`src/design/fragment_reassembly_tracker_core_defines.svh`:
```
// Assertion helpers shared by the fragment reassembly tracker RTL.
`ifndef FRAGMENT_REASSEMBLY_TRACKER_CORE_DEFINES_SVH
`define FRAGMENT_REASSEMBLY_TRACKER_CORE_DEFINES_SVH

// Same-cycle implication, checked only while out of reset.
`define FRT_ASSERT_IMP(label, clk, rstn, ante, cons, msg) \
  label: assert property (@(posedge clk) disable iff (!rstn) (ante) |-> (cons)) \
    else $error(msg);

// Next-cycle implication, checked only while out of reset.
`define FRT_ASSERT_NXT(label, clk, rstn, ante, cons, msg) \
  label: assert property (@(posedge clk) disable iff (!rstn) (ante) |=> (cons)) \
    else $error(msg);

`endif

```
`src/design/frt_pkg.sv`:
```
`default_nettype none

package frt_pkg;

  localparam int SLOTS_DEF     = 4;
  localparam int FRAG_LIMIT    = 8;
  localparam int HDR_BYTES     = 4;
  localparam int MASK_W        = 8;
  localparam int TOTAL_W       = 4;
  localparam int CFG_ADDR_W    = 4;

  localparam logic [7:0]  MDPF_RESET = 8'd248;
  localparam logic [10:0] MFB_RESET  = 11'd1514;
  localparam logic [15:0] TMO_RESET  = 16'd1000;

  // Register indexes on the configuration port.
  localparam logic [1:0] CFG_MDPF = 2'd0;
  localparam logic [1:0] CFG_MFB  = 2'd1;
  localparam logic [1:0] CFG_TMO  = 2'd2;

  localparam logic KIND_FRAG = 1'b0;
  localparam logic KIND_TICK = 1'b1;

  localparam logic [2:0] ST_STORED    = 3'd0;
  localparam logic [2:0] ST_COMPLETE  = 3'd1;
  localparam logic [2:0] ST_BAD_HDR   = 3'd2;
  localparam logic [2:0] ST_BAD_LEN   = 3'd3;
  localparam logic [2:0] ST_TOTAL_MIS = 3'd4;
  localparam logic [2:0] ST_DUPLICATE = 3'd5;
  localparam logic [2:0] ST_TICK_DONE = 3'd6;

  typedef struct packed {
    logic        kind;
    logic        last_flag;
    logic [7:0]  seq;
    logic [7:0]  total;
    logic [7:0]  frag_index;
    logic [15:0] frag_size;
    logic [31:0] now_ms;
  } frt_in_t;

  typedef struct packed {
    logic [2:0]  status;
    logic [1:0]  slot_index;
    logic [10:0] write_offset;
    logic [7:0]  payload_len;
    logic [10:0] frame_length;
    logic        deliver;
    logic        evicted;
    logic [2:0]  expired_count;
  } frt_out_t;

  typedef struct packed {
    logic               active;
    logic [7:0]         seq;
    logic [TOTAL_W-1:0] total;
    logic [MASK_W-1:0]  mask;
    logic [31:0]        start;
    logic [10:0]        length;
  } frt_slot_t;

  typedef enum logic [2:0] {
    S_IDLE,
    S_CHECK,
    S_SCAN,
    S_SELECT,
    S_EVAL
  } frt_state_t;

endpackage

`default_nettype wire

```
`src/design/frt_slot_table.sv`:
```
`default_nettype none

module frt_slot_table #(
  parameter int SLOTS = frt_pkg::SLOTS_DEF,
  localparam int IDX_W = (SLOTS > 1) ? $clog2(SLOTS) : 1
) (
  input  wire logic              clk,
  input  wire logic              rst_n,
  input  wire logic [IDX_W-1:0]  addr,
  input  wire logic              wr_en,
  input  wire frt_pkg::frt_slot_t wr_entry,
  output frt_pkg::frt_slot_t     rd_entry
);

  logic                       active_r [SLOTS];
  logic [frt_pkg::MASK_W-1:0] mask_r   [SLOTS];
  logic [7:0]                 seq_r    [SLOTS];
  logic [frt_pkg::TOTAL_W-1:0] total_r [SLOTS];
  logic [31:0]                start_r  [SLOTS];
  logic [10:0]                length_r [SLOTS];

  // Active flags and masks clear on reset; the rest is only read once a slot is taken.
  always_ff @(posedge clk) begin
    if (!rst_n) begin
      for (int i = 0; i < SLOTS; i++) begin
        active_r[i] <= 1'b0;
        mask_r[i]   <= '0;
      end
    end else if (wr_en) begin
      active_r[addr] <= wr_entry.active;
      mask_r[addr]   <= wr_entry.mask;
    end
  end

  always_ff @(posedge clk) begin
    if (wr_en) begin
      seq_r[addr]    <= wr_entry.seq;
      total_r[addr]  <= wr_entry.total;
      start_r[addr]  <= wr_entry.start;
      length_r[addr] <= wr_entry.length;
    end
  end

  always_comb begin
    rd_entry.active = active_r[addr];
    rd_entry.seq    = seq_r[addr];
    rd_entry.total  = total_r[addr];
    rd_entry.mask   = mask_r[addr];
    rd_entry.start  = start_r[addr];
    rd_entry.length = length_r[addr];
  end

endmodule

`default_nettype wire

```
`src/design/fragment_reassembly_tracker_core.sv`:
```
`default_nettype none
// Fragment reassembly tracker: a transaction is accepted when start is high while busy is
// low, and busy stays high until its result appears. A header or payload-size reject
// ends in the check state, a tick after the slot scan, and a fragment after the scan,
// a select state that picks the slot and an eval state that updates it. The scan reads
// one slot per cycle through the single age subtractor and compare. The result is
// driven for exactly one cycle with out_valid, in the cycle busy falls; the receiver
// cannot stall it, so it must capture every strobe. A new transaction may start in
// that same cycle. No clearing pass is needed after reset.

`include "fragment_reassembly_tracker_core_defines.svh"

module fragment_reassembly_tracker_core #(
  parameter int SLOTS = frt_pkg::SLOTS_DEF,
  localparam int IDX_W = (SLOTS > 1) ? $clog2(SLOTS) : 1,
  localparam int EXP_W = $clog2(SLOTS + 1)
) (
  input  wire logic                          clk,
  input  wire logic                          rst_n,
  input  wire logic                          start,
  output logic                               busy,
  input  wire frt_pkg::frt_in_t              in_data,
  output logic                               out_valid,
  output frt_pkg::frt_out_t                  out_data,
  input  wire logic                          psel,
  input  wire logic                          penable,
  input  wire logic                          pwrite,
  input  wire logic [frt_pkg::CFG_ADDR_W-1:0] paddr,
  input  wire logic [31:0]                   pwdata,
  output logic [31:0]                        prdata,
  output logic                               pready
);

  frt_pkg::frt_state_t state_r, state_nxt;

  frt_pkg::frt_in_t  in_r;
  frt_pkg::frt_out_t res_r, res_nxt;
  logic              out_valid_r, out_valid_nxt;

  logic [7:0]  mdpf_r;
  logic [10:0] mfb_r;
  logic [15:0] tmo_r;

  logic [IDX_W-1:0] ptr_r, ptr_nxt;
  logic [10:0]      off_r, off_nxt;
  logic [7:0]       dlen_r, dlen_nxt;
  logic             match_found_r, match_found_nxt;
  logic [IDX_W-1:0] match_idx_r, match_idx_nxt;
  logic             free_found_r, free_found_nxt;
  logic [IDX_W-1:0] free_idx_r, free_idx_nxt;
  logic [31:0]      best_r, best_nxt;
  logic [IDX_W-1:0] pick_r, pick_nxt;
  logic             take_r, take_nxt;
  logic             evicted_r, evicted_nxt;
  logic [EXP_W-1:0] exp_cnt_r, exp_cnt_nxt;

  frt_pkg::frt_slot_t rd_entry, wr_entry;
  logic               wr_en;

  logic        accept;
  logic        scan_last;
  logic        hdr_bad;
  logic        len_bad;
  logic        pre_reject;
  logic [15:0] dlen16;
  logic [10:0] off_prod;
  logic [31:0] age;

  frt_slot_table #(.SLOTS(SLOTS)) u_slots (
    .clk      (clk),
    .rst_n    (rst_n),
    .addr     (ptr_r),
    .wr_en    (wr_en),
    .wr_entry (wr_entry),
    .rd_entry (rd_entry)
  );

  assign busy      = (state_r != frt_pkg::S_IDLE);
  assign accept    = start && !busy;
  assign out_valid = out_valid_r;
  assign out_data  = res_r;
  assign pready    = 1'b1;

  // Header checks run on the latched transaction in the check cycle.
  assign dlen16   = in_r.frag_size - 16'(frt_pkg::HDR_BYTES);
  assign hdr_bad  = (in_r.frag_size < 16'(frt_pkg::HDR_BYTES)) || (in_r.total == 8'd0) ||
                    (in_r.total > 8'(frt_pkg::FRAG_LIMIT)) ||
                    (in_r.frag_index >= in_r.total);
  assign len_bad  = dlen16 > {8'd0, mdpf_r};
  assign pre_reject = (in_r.kind == frt_pkg::KIND_FRAG) && (hdr_bad || len_bad);
  assign off_prod = {8'd0, in_r.frag_index[2:0]} * {3'd0, mdpf_r};
  assign age      = in_r.now_ms - rd_entry.start;
  assign scan_last = (ptr_r == IDX_W'(SLOTS - 1));

  always_comb begin
    state_nxt = state_r;
    unique case (state_r)
      frt_pkg::S_IDLE: begin
        if (start) state_nxt = frt_pkg::S_CHECK;
      end
      frt_pkg::S_CHECK: begin
        state_nxt = pre_reject ? frt_pkg::S_IDLE : frt_pkg::S_SCAN;
      end
      frt_pkg::S_SCAN: begin
        if (scan_last) begin
          state_nxt = (in_r.kind == frt_pkg::KIND_TICK) ? frt_pkg::S_IDLE : frt_pkg::S_SELECT;
        end
      end
      frt_pkg::S_SELECT: begin
        state_nxt = frt_pkg::S_EVAL;
      end
      frt_pkg::S_EVAL: begin
        state_nxt = frt_pkg::S_IDLE;
      end
      default: begin
        state_nxt = frt_pkg::S_IDLE;
      end
    endcase
  end

  always_comb begin
    logic [frt_pkg::TOTAL_W-1:0] eff_total;
    logic [frt_pkg::MASK_W-1:0]  eff_mask;
    logic [frt_pkg::MASK_W-1:0]  bit_sel;
    logic [frt_pkg::MASK_W-1:0]  new_mask;
    logic [8:0]                  full9;
    logic [11:0]                 end_sum;
    logic [10:0]                 new_len;
    logic                        range_bad;

    ptr_nxt         = ptr_r;
    off_nxt         = off_r;
    dlen_nxt        = dlen_r;
    match_found_nxt = match_found_r;
    match_idx_nxt   = match_idx_r;
    free_found_nxt  = free_found_r;
    free_idx_nxt    = free_idx_r;
    best_nxt        = best_r;
    pick_nxt        = pick_r;
    take_nxt        = take_r;
    evicted_nxt     = evicted_r;
    exp_cnt_nxt     = exp_cnt_r;
    out_valid_nxt   = 1'b0;
    res_nxt         = res_r;
    wr_en           = 1'b0;
    wr_entry        = rd_entry;

    eff_total = take_r ? in_r.total[frt_pkg::TOTAL_W-1:0] : rd_entry.total;
    eff_mask  = take_r ? '0 : rd_entry.mask;
    bit_sel   = frt_pkg::MASK_W'(1) << in_r.frag_index[2:0];
    new_mask  = eff_mask | bit_sel;
    full9     = (9'd1 << eff_total) - 9'd1;
    end_sum   = {1'b0, off_r} + {4'd0, dlen_r};
    range_bad = (off_r > mfb_r) || (end_sum > {1'b0, mfb_r});
    new_len   = in_r.last_flag ? end_sum[10:0] : (take_r ? 11'd0 : rd_entry.length);

    unique case (state_r)
      frt_pkg::S_IDLE: begin
      end
      frt_pkg::S_CHECK: begin
        ptr_nxt         = '0;
        off_nxt         = off_prod;
        dlen_nxt        = dlen16[7:0];
        match_found_nxt = 1'b0;
        free_found_nxt  = 1'b0;
        best_nxt        = '0;
        pick_nxt        = '0;
        exp_cnt_nxt     = '0;
        if (pre_reject) begin
          out_valid_nxt  = 1'b1;
          res_nxt        = '0;
          res_nxt.status = hdr_bad ? frt_pkg::ST_BAD_HDR : frt_pkg::ST_BAD_LEN;
        end
      end
      frt_pkg::S_SCAN: begin
        if (!scan_last) ptr_nxt = ptr_r + IDX_W'(1);
        if (in_r.kind == frt_pkg::KIND_TICK) begin
          if (rd_entry.active && (age >= {16'd0, tmo_r})) begin
            wr_en           = 1'b1;
            wr_entry.active = 1'b0;
            wr_entry.mask   = '0;
            exp_cnt_nxt     = exp_cnt_r + EXP_W'(1);
          end
          if (scan_last) begin
            out_valid_nxt = 1'b1;
            res_nxt       = '0;
            res_nxt.status = frt_pkg::ST_TICK_DONE;
            res_nxt.expired_count = 3'(exp_cnt_nxt);
          end
        end else begin
          if (!match_found_r && rd_entry.active && (rd_entry.seq == in_r.seq)) begin
            match_found_nxt = 1'b1;
            match_idx_nxt   = ptr_r;
          end
          if (!free_found_r && !rd_entry.active) begin
            free_found_nxt = 1'b1;
            free_idx_nxt   = ptr_r;
          end
          // Strictly larger age wins, so the lowest slot keeps a tie.
          if (age > best_r) begin
            best_nxt = age;
            pick_nxt = ptr_r;
          end
        end
      end
      frt_pkg::S_SELECT: begin
        take_nxt    = !match_found_r;
        evicted_nxt = !match_found_r && !free_found_r;
        if (match_found_r) begin
          ptr_nxt = match_idx_r;
        end else if (free_found_r) begin
          ptr_nxt = free_idx_r;
        end else begin
          ptr_nxt = pick_r;
        end
      end
      frt_pkg::S_EVAL: begin
        wr_en = 1'b1;
        if (take_r) begin
          wr_entry.active = 1'b1;
          wr_entry.seq    = in_r.seq;
          wr_entry.total  = in_r.total[frt_pkg::TOTAL_W-1:0];
          wr_entry.mask   = '0;
          wr_entry.start  = in_r.now_ms;
          wr_entry.length = 11'd0;
        end
        out_valid_nxt      = 1'b1;
        res_nxt            = '0;
        res_nxt.slot_index = 2'(ptr_r);
        res_nxt.evicted    = evicted_r;
        if (in_r.total != {4'd0, eff_total}) begin
          wr_entry.active = 1'b0;
          wr_entry.mask   = '0;
          res_nxt.status  = frt_pkg::ST_TOTAL_MIS;
        end else if (range_bad) begin
          res_nxt.status = frt_pkg::ST_BAD_LEN;
        end else if ((eff_mask & bit_sel) != '0) begin
          res_nxt.status = frt_pkg::ST_DUPLICATE;
        end else begin
          res_nxt.write_offset = off_r;
          res_nxt.payload_len  = dlen_r;
          wr_entry.length      = new_len;
          if (new_mask == full9[frt_pkg::MASK_W-1:0]) begin
            wr_entry.active      = 1'b0;
            wr_entry.mask        = '0;
            res_nxt.status       = frt_pkg::ST_COMPLETE;
            res_nxt.frame_length = new_len;
            res_nxt.deliver      = (new_len != 11'd0);
          end else begin
            wr_entry.mask  = new_mask;
            res_nxt.status = frt_pkg::ST_STORED;
          end
        end
      end
      default: begin
      end
    endcase
  end

  always_ff @(posedge clk) begin
    if (!rst_n) begin
      state_r     <= frt_pkg::S_IDLE;
      out_valid_r <= 1'b0;
      mdpf_r      <= frt_pkg::MDPF_RESET;
      mfb_r       <= frt_pkg::MFB_RESET;
      tmo_r       <= frt_pkg::TMO_RESET;
    end else begin
      state_r     <= state_nxt;
      out_valid_r <= out_valid_nxt;
      if (psel && penable && pwrite && pready) begin
        unique case (paddr[3:2])
          frt_pkg::CFG_MDPF: mdpf_r <= pwdata[7:0];
          frt_pkg::CFG_MFB:  mfb_r  <= pwdata[10:0];
          frt_pkg::CFG_TMO:  tmo_r  <= pwdata[15:0];
          default: begin
          end
        endcase
      end
    end
  end

  always_ff @(posedge clk) begin
    if (accept) in_r <= in_data;
    res_r         <= res_nxt;
    ptr_r         <= ptr_nxt;
    off_r         <= off_nxt;
    dlen_r        <= dlen_nxt;
    match_found_r <= match_found_nxt;
    match_idx_r   <= match_idx_nxt;
    free_found_r  <= free_found_nxt;
    free_idx_r    <= free_idx_nxt;
    best_r        <= best_nxt;
    pick_r        <= pick_nxt;
    take_r        <= take_nxt;
    evicted_r     <= evicted_nxt;
    exp_cnt_r     <= exp_cnt_nxt;
  end

  always_comb begin
    unique case (paddr[3:2])
      frt_pkg::CFG_MDPF: prdata = {24'd0, mdpf_r};
      frt_pkg::CFG_MFB:  prdata = {21'd0, mfb_r};
      frt_pkg::CFG_TMO:  prdata = {16'd0, tmo_r};
      default:           prdata = 32'd0;
    endcase
  end

  `FRT_ASSERT_IMP(a_result_when_idle, clk, rst_n, out_valid, !busy, "result strobe while busy")
  `FRT_ASSERT_NXT(a_accept_busy, clk, rst_n, accept, busy, "accepted transaction not busy")
  `FRT_ASSERT_IMP(a_deliver_complete, clk, rst_n, out_valid && out_data.deliver, (out_data.status == frt_pkg::ST_COMPLETE) && (out_data.frame_length != 11'd0), "deliver without a complete frame")
  `FRT_ASSERT_IMP(a_tick_clean, clk, rst_n, out_valid && (out_data.status == frt_pkg::ST_TICK_DONE), (out_data.slot_index == 2'd0) && !out_data.evicted, "tick result names a slot")

endmodule

`default_nettype wire

```
`config.mk`:
```
export PLATFORM = sky130hd
export DESIGN_NAME = fragment_reassembly_tracker_core
export DESIGN_NICKNAME = d
export VERILOG_FILES = /design/src/design/frt_pkg.sv /design/src/design/frt_slot_table.sv /design/src/design/fragment_reassembly_tracker_core.sv
export VERILOG_INCLUDE_DIRS = /design/src /design/src/design
export SDC_FILE = /design/constraint.sdc
export NUM_CORES = 1
export LEC_CHECK = 0
export BUFFER_PORTS_ARGS = -buffer_cell sky130_fd_sc_hd__buf_2
export CORE_MARGIN = 2
export CORE_UTILIZATION = 39
export DETAILED_ROUTE_END_ITERATION = 8
export MAX_ROUTING_LAYER = met4
export PLACE_DENSITY_LB_ADDON = 0.2
export SYNTH_ARGS = -nofsm -noshare
export SYNTH_HDL_FRONTEND = slang
export SYNTH_HIERARCHICAL = 1
export SYNTH_SLANG_ARGS = --single-unit
```
`constraint.sdc`:
```
create_clock -name clk -period 9.1 [get_ports clk]
set_input_delay 0.455 -clock clk [delete_from_list [all_inputs] [get_ports clk]]
set_output_delay 0.455 -clock clk [all_outputs]
set_load 0.005 [all_outputs]
```
==> impl_summary.txt <==
----------------------------------------------------
[Synthesis]
  Post-synthesis async set-or-reset flop share ... 0
  Synth Cell Area ... 24580 um2
  Count of distinct cell types in the synthesized netlist ... 87
  Most frequently used flop master after synthesis ... sky130_fd_sc_hd__edfxtp_1
  Cell count after synthesis ... roughly 2000
  Synth Area per Inst ... between 10 and 15 um2
  Share of synthesized area spent on multiplexers ... 0.07926
  Sequential fraction of the synthesis area ... 0.5632
  Fraction of synthesized cell area taken by the top area cell type ... 0.5290
  Warnings from Yosys ... 6
  EDFF count, synth ... 433
  Largest family of logic cells by synthesized area ... simple AND/OR/NAND/NOR gates
  Most frequent cell after synthesis ... sky130_fd_sc_hd__edfxtp_1
  Biggest area contributors in the synthesized netlist ... sky130_fd_sc_hd__edfxtp_1 53%, sky130_fd_sc_hd__ha_1 7.1%, sky130_fd_sc_hd__mux4_2 6.1%, sky130_fd_sc_hd__dfxtp_1 3.4%, sky130_fd_sc_hd__nand2_1 2.7%
  Post-synth top cells ... 433 x sky130_fd_sc_hd__edfxtp_1, 175 x sky130_fd_sc_hd__nand2_1, 172 x sky130_fd_sc_hd__inv_1
  Xor/xnor cell area share of the yosys netlist ... 0.02102
  Yosys reg bits ... about 480
  Fraction of the mapped netlist area in simple logic gates ... 0.1092
  Complex-gate fraction of the synthesized area ... 0.09860
  Cell type contributing the most total cell area after synthesis ... sky130_fd_sc_hd__edfxtp_1
  Area share of fa/ha/maj cells after synthesis ... 0.07809

[Drt]
  DRC violations left ... 0
  Routed via count ... about 16000
  First drt pass iteration count ... 5
  Remaining antenna violation count after routing ... 0
  Drt via density ... between 5 and 6
  Routed length per placed instance ... approximately 20 um
  DRC violation total after the first TritonRoute iteration ... about 1200
  Final wirelength ... 60420 um

[Die]
  Overall die area ... roughly 65000 um2
  FP Rows ... about 90
  Chip Width ... 255.1 um
  Starting Density ... 0.3918
  Core outline area ... ~63000 um2
  DIE HEIGHT ... 255.1 um
  Top-level port count ... 191

[Timing]
  Setup repair after global routing missed its margin ... no
  Total setup violations reported at the end of the flow ... 0
  Worst setup margin ... 1548 ps
  Number of endpoints with negative hold slack in the final report ... 0
  Transition at the pin with the smallest max-transition slack ... approximately 1100 ps
  Tcrit/Tclk final ... 0.8299
  Highest attainable clock frequency ... approximately 130 MHz
  Total Negative Setup Slacks ... 0 ps
  Final worst hold slack ... ~33 ps
  Max-slew violation total from the final report ... 0
  Worst slew margin ... 0.2403
  Min Clock Period, post-route ... approximately 7600 ps
  Setup Skew ... ~16 ps

[Final layout]
  Number of diodes ... 0
  Fill cell total of the finished layout ... 5789
  Final core utilization ... 0.4479
  Fraction of layout cells with a size suffix above 1 ... 0.1728
  Number of nets at the end of the flow ... ~2400
  Footprint of the multi-input gates ... between 9000 and 10000 um2
  Sequential cell area ... about 14000 um2
  Area growth from synthesis to final layout ... 14.33%

[Placement]
  Total of buffers placed on input and output ports ... around 160
  Detailed-placement wirelength estimate ... roughly 43000 um
  Final weighted congestion of routability-driven global placement ... 0.8783
  Pre-CTS setup slack ... 1437 ps

[Setup path]
  Endpoint of the worst-slack reg-to-reg timing path ... u_slots/mask_r[3][1]
  CP bufs+invs ... 2
  Critical path fanouts, max ... 25
  Critical path's slowest cell ... sky130_fd_sc_hd__edfxtp_1
  Type of the worst setup path ... flop to flop
  Logic depth of the worst setup path including buffers ... 21
  Worst Path Required ... roughly 9300 ps
  CP cell instances ... buf_4, mux4_2, inv_1, ha_1, a21oi_1, nand2_1, a21o_1, a21oi_1, xnor2_1, ha_1, nand4_1, nor2_1, a2111oi_0, o21ai_0, a221oi_2, nand4b_2, nor4_4, a21boi_2, a31o_1, and3_2, nand2b_1
  Slack of the worst reg-to-reg path ... ~1500 ps
  CP startpoint ... ptr_r[0]
  Largest delay contributor family on the critical path ... compound AO/OA/AOI/OAI gates
  Arr. time, crit path ... approximately 7800 ps
  Worst flop-to-flop path startpoint ... ptr_r[0]
  Category of the worst setup path launch point ... flop
  Worst Reg2Reg Path Length in Cells ... 21
  Crit path to ... u_slots/mask_r[3][1]
  Peak per-stage delay on the critical path ... between 600 and 700 ps
  Kind of capture point of the worst setup path ... flop

[Worst hold path]
  WHS Path Cells ... 1
  Kind of path behind the tightest hold check ... input port to flop

[GRT]
  Via count of the first global-routing pass ... roughly 16000
  Maximum number of pins on one net before global-route repair ... between 70 and 80
  GRT overflow ... 0
  Initial antenna violation count ... 1
  Global router's overall resource usage ... 0.1911
  First-pass GRT wire length ... 91810 um

[CTS]
  Clock-pin slew on the worst setup and hold paths ... 60 ps
  Number of clock buffers inserted by TritonCTS ... 53
  Number of buffers added for setup after CTS ... 0
  Clock tree from TritonCTS ... built
  H-tree depth reported by CTS ... 2
  Number of buffers between clock root and the deepest sink ... 3
  Number of gates resized after CTS ... 0
  Cts-stage hold buffer count ... 21
  Cell at the root of the clock tree ... sky130_fd_sc_hd__clkbuf_16
  Number of sinks on the clock net ... 475
  Worst skew pair latency ... 600 ps

[Power]
  LEAKAGE ... between 10 and 15 nW
  IR drop worst, VDD ... 0.1404 mV
  Power density over the cells ... approximately 200 nW/um2

[Status]
  Status ... finished clean

[Run]
  Max_cap viols ... 0

----------------------------------------------------
[logic make-up (layout without fill, tap and decap cells)]
kind of cell	count (synthesis)	in the layout
AO/OA/AOI/OAI	372	372
buffers and inverters	264	472
AND/OR/NAND/NOR	547	547
adder cells (fa/ha/maj)	148	148
other	2	17
XOR/XNOR	59	59
multiplexers	109	109
flip-flops	475	475
[layout by cell type (no fill, tap or decap), types with 26 or more instances in the layout]
cell / count
sky130_fd_sc_hd__and3_1: 33
sky130_fd_sc_hd__xnor2_1: 33
sky130_fd_sc_hd__o21ai_0: 99
sky130_fd_sc_hd__ha_1: 139
sky130_fd_sc_hd__xor2_1: 26
sky130_fd_sc_hd__o211ai_1: 28
sky130_fd_sc_hd__nor2_1: 118
sky130_fd_sc_hd__nand3_1: 41
sky130_fd_sc_hd__a21o_1: 36
sky130_fd_sc_hd__clkbuf_16: 53
sky130_fd_sc_hd__mux4_2: 67
sky130_fd_sc_hd__and2_1: 38
sky130_fd_sc_hd__nor3_1: 27
sky130_fd_sc_hd__buf_2: 155
sky130_fd_sc_hd__nand2_1: 175
sky130_fd_sc_hd__a21oi_1: 80
sky130_fd_sc_hd__mux2i_1: 27
sky130_fd_sc_hd__edfxtp_1: 433
sky130_fd_sc_hd__dfxtp_1: 42
sky130_fd_sc_hd__inv_1: 170
[per-stage QoR]
| stage | instance area, um2 | power [mW] | cells |
|---|---|---|---|
| after floorplan | 24640 | 3.138 | 1991 |
| after global placement | 26110 | 3.359 | 2926 |
| after detailed placement | 26110 | 3.380 | 2926 |
| after CTS | 28100 | 5.597 | 3045 |
| after global routing | 28100 | 5.787 | 3045 |
| final | 28100 | 5.536 | 3045 |
[final cells by class]
type                            count  share of cell area
Clock buffer                       58             0.04786
Clock inverter                     40             0.01567
Inverter                          173             0.02320
Multi-Input combinational cell   1252              0.3412
Sequential cell                   475              0.4926
Tap cell                          846             0.03767
Timing Repair Buffer              201             0.04176
[report_power, final]
| group | internal (mW) | switching (mW) | leakage, nW | total [mW] |
|---|---|---|---|---|
| Clock | 1.32 | 0.876 | 0.874 | 2.20 |
| Combinational | 0.324 | 0.495 | 5.72 | 0.819 |
| Sequential | 2.47 | 0.0486 | 4.36 | 2.52 |
| Total | 4.12 | 1.42 | 11.0 | 5.54 |
[flip-flops by register name, summed over array words and instances, names as in the netlist, 2 cells and up]
signal,cells
mdpf_r,8
best_r,32
in_r,74
u_slots/active_r,4
dlen_r,8
u_slots/length_r,44
ptr_r,2
off_r,11
mfb_r,11
match_idx_r,2
pick_r,2
state_r,3
tmo_r,16
u_slots/seq_r,32
exp_cnt_r,3
u_slots/start_r,128
out_data,40
free_idx_r,2
u_slots/mask_r,32
u_slots/total_r,16
[metal layers]
layer,vias to the layer above,global-route usage,part of all wire
met5,-,-,0
met4,0,0.05096,0.024
met3,100,0.02970,0.049
met2,391,0.3042,0.47
met1,8024,0.2558,0.46
li1,7669,-,-
[worst min path at each step]
stage                         from                  end  slack, ps
2_1_floorplan             in_r[32]            dlen_r[0]        430
3_3_place_gp   u_slots/active_r[2]  u_slots/active_r[2]        450
4_1_cts                in_data[57]             in_r[57]      0.003
3_5_place_dp   u_slots/active_r[0]  u_slots/active_r[0]        460
6_report               in_data[26]             in_r[26]         30
5_1_grt                 in_data[9]              in_r[9]          3
Power figures use the tool's default switching activity.
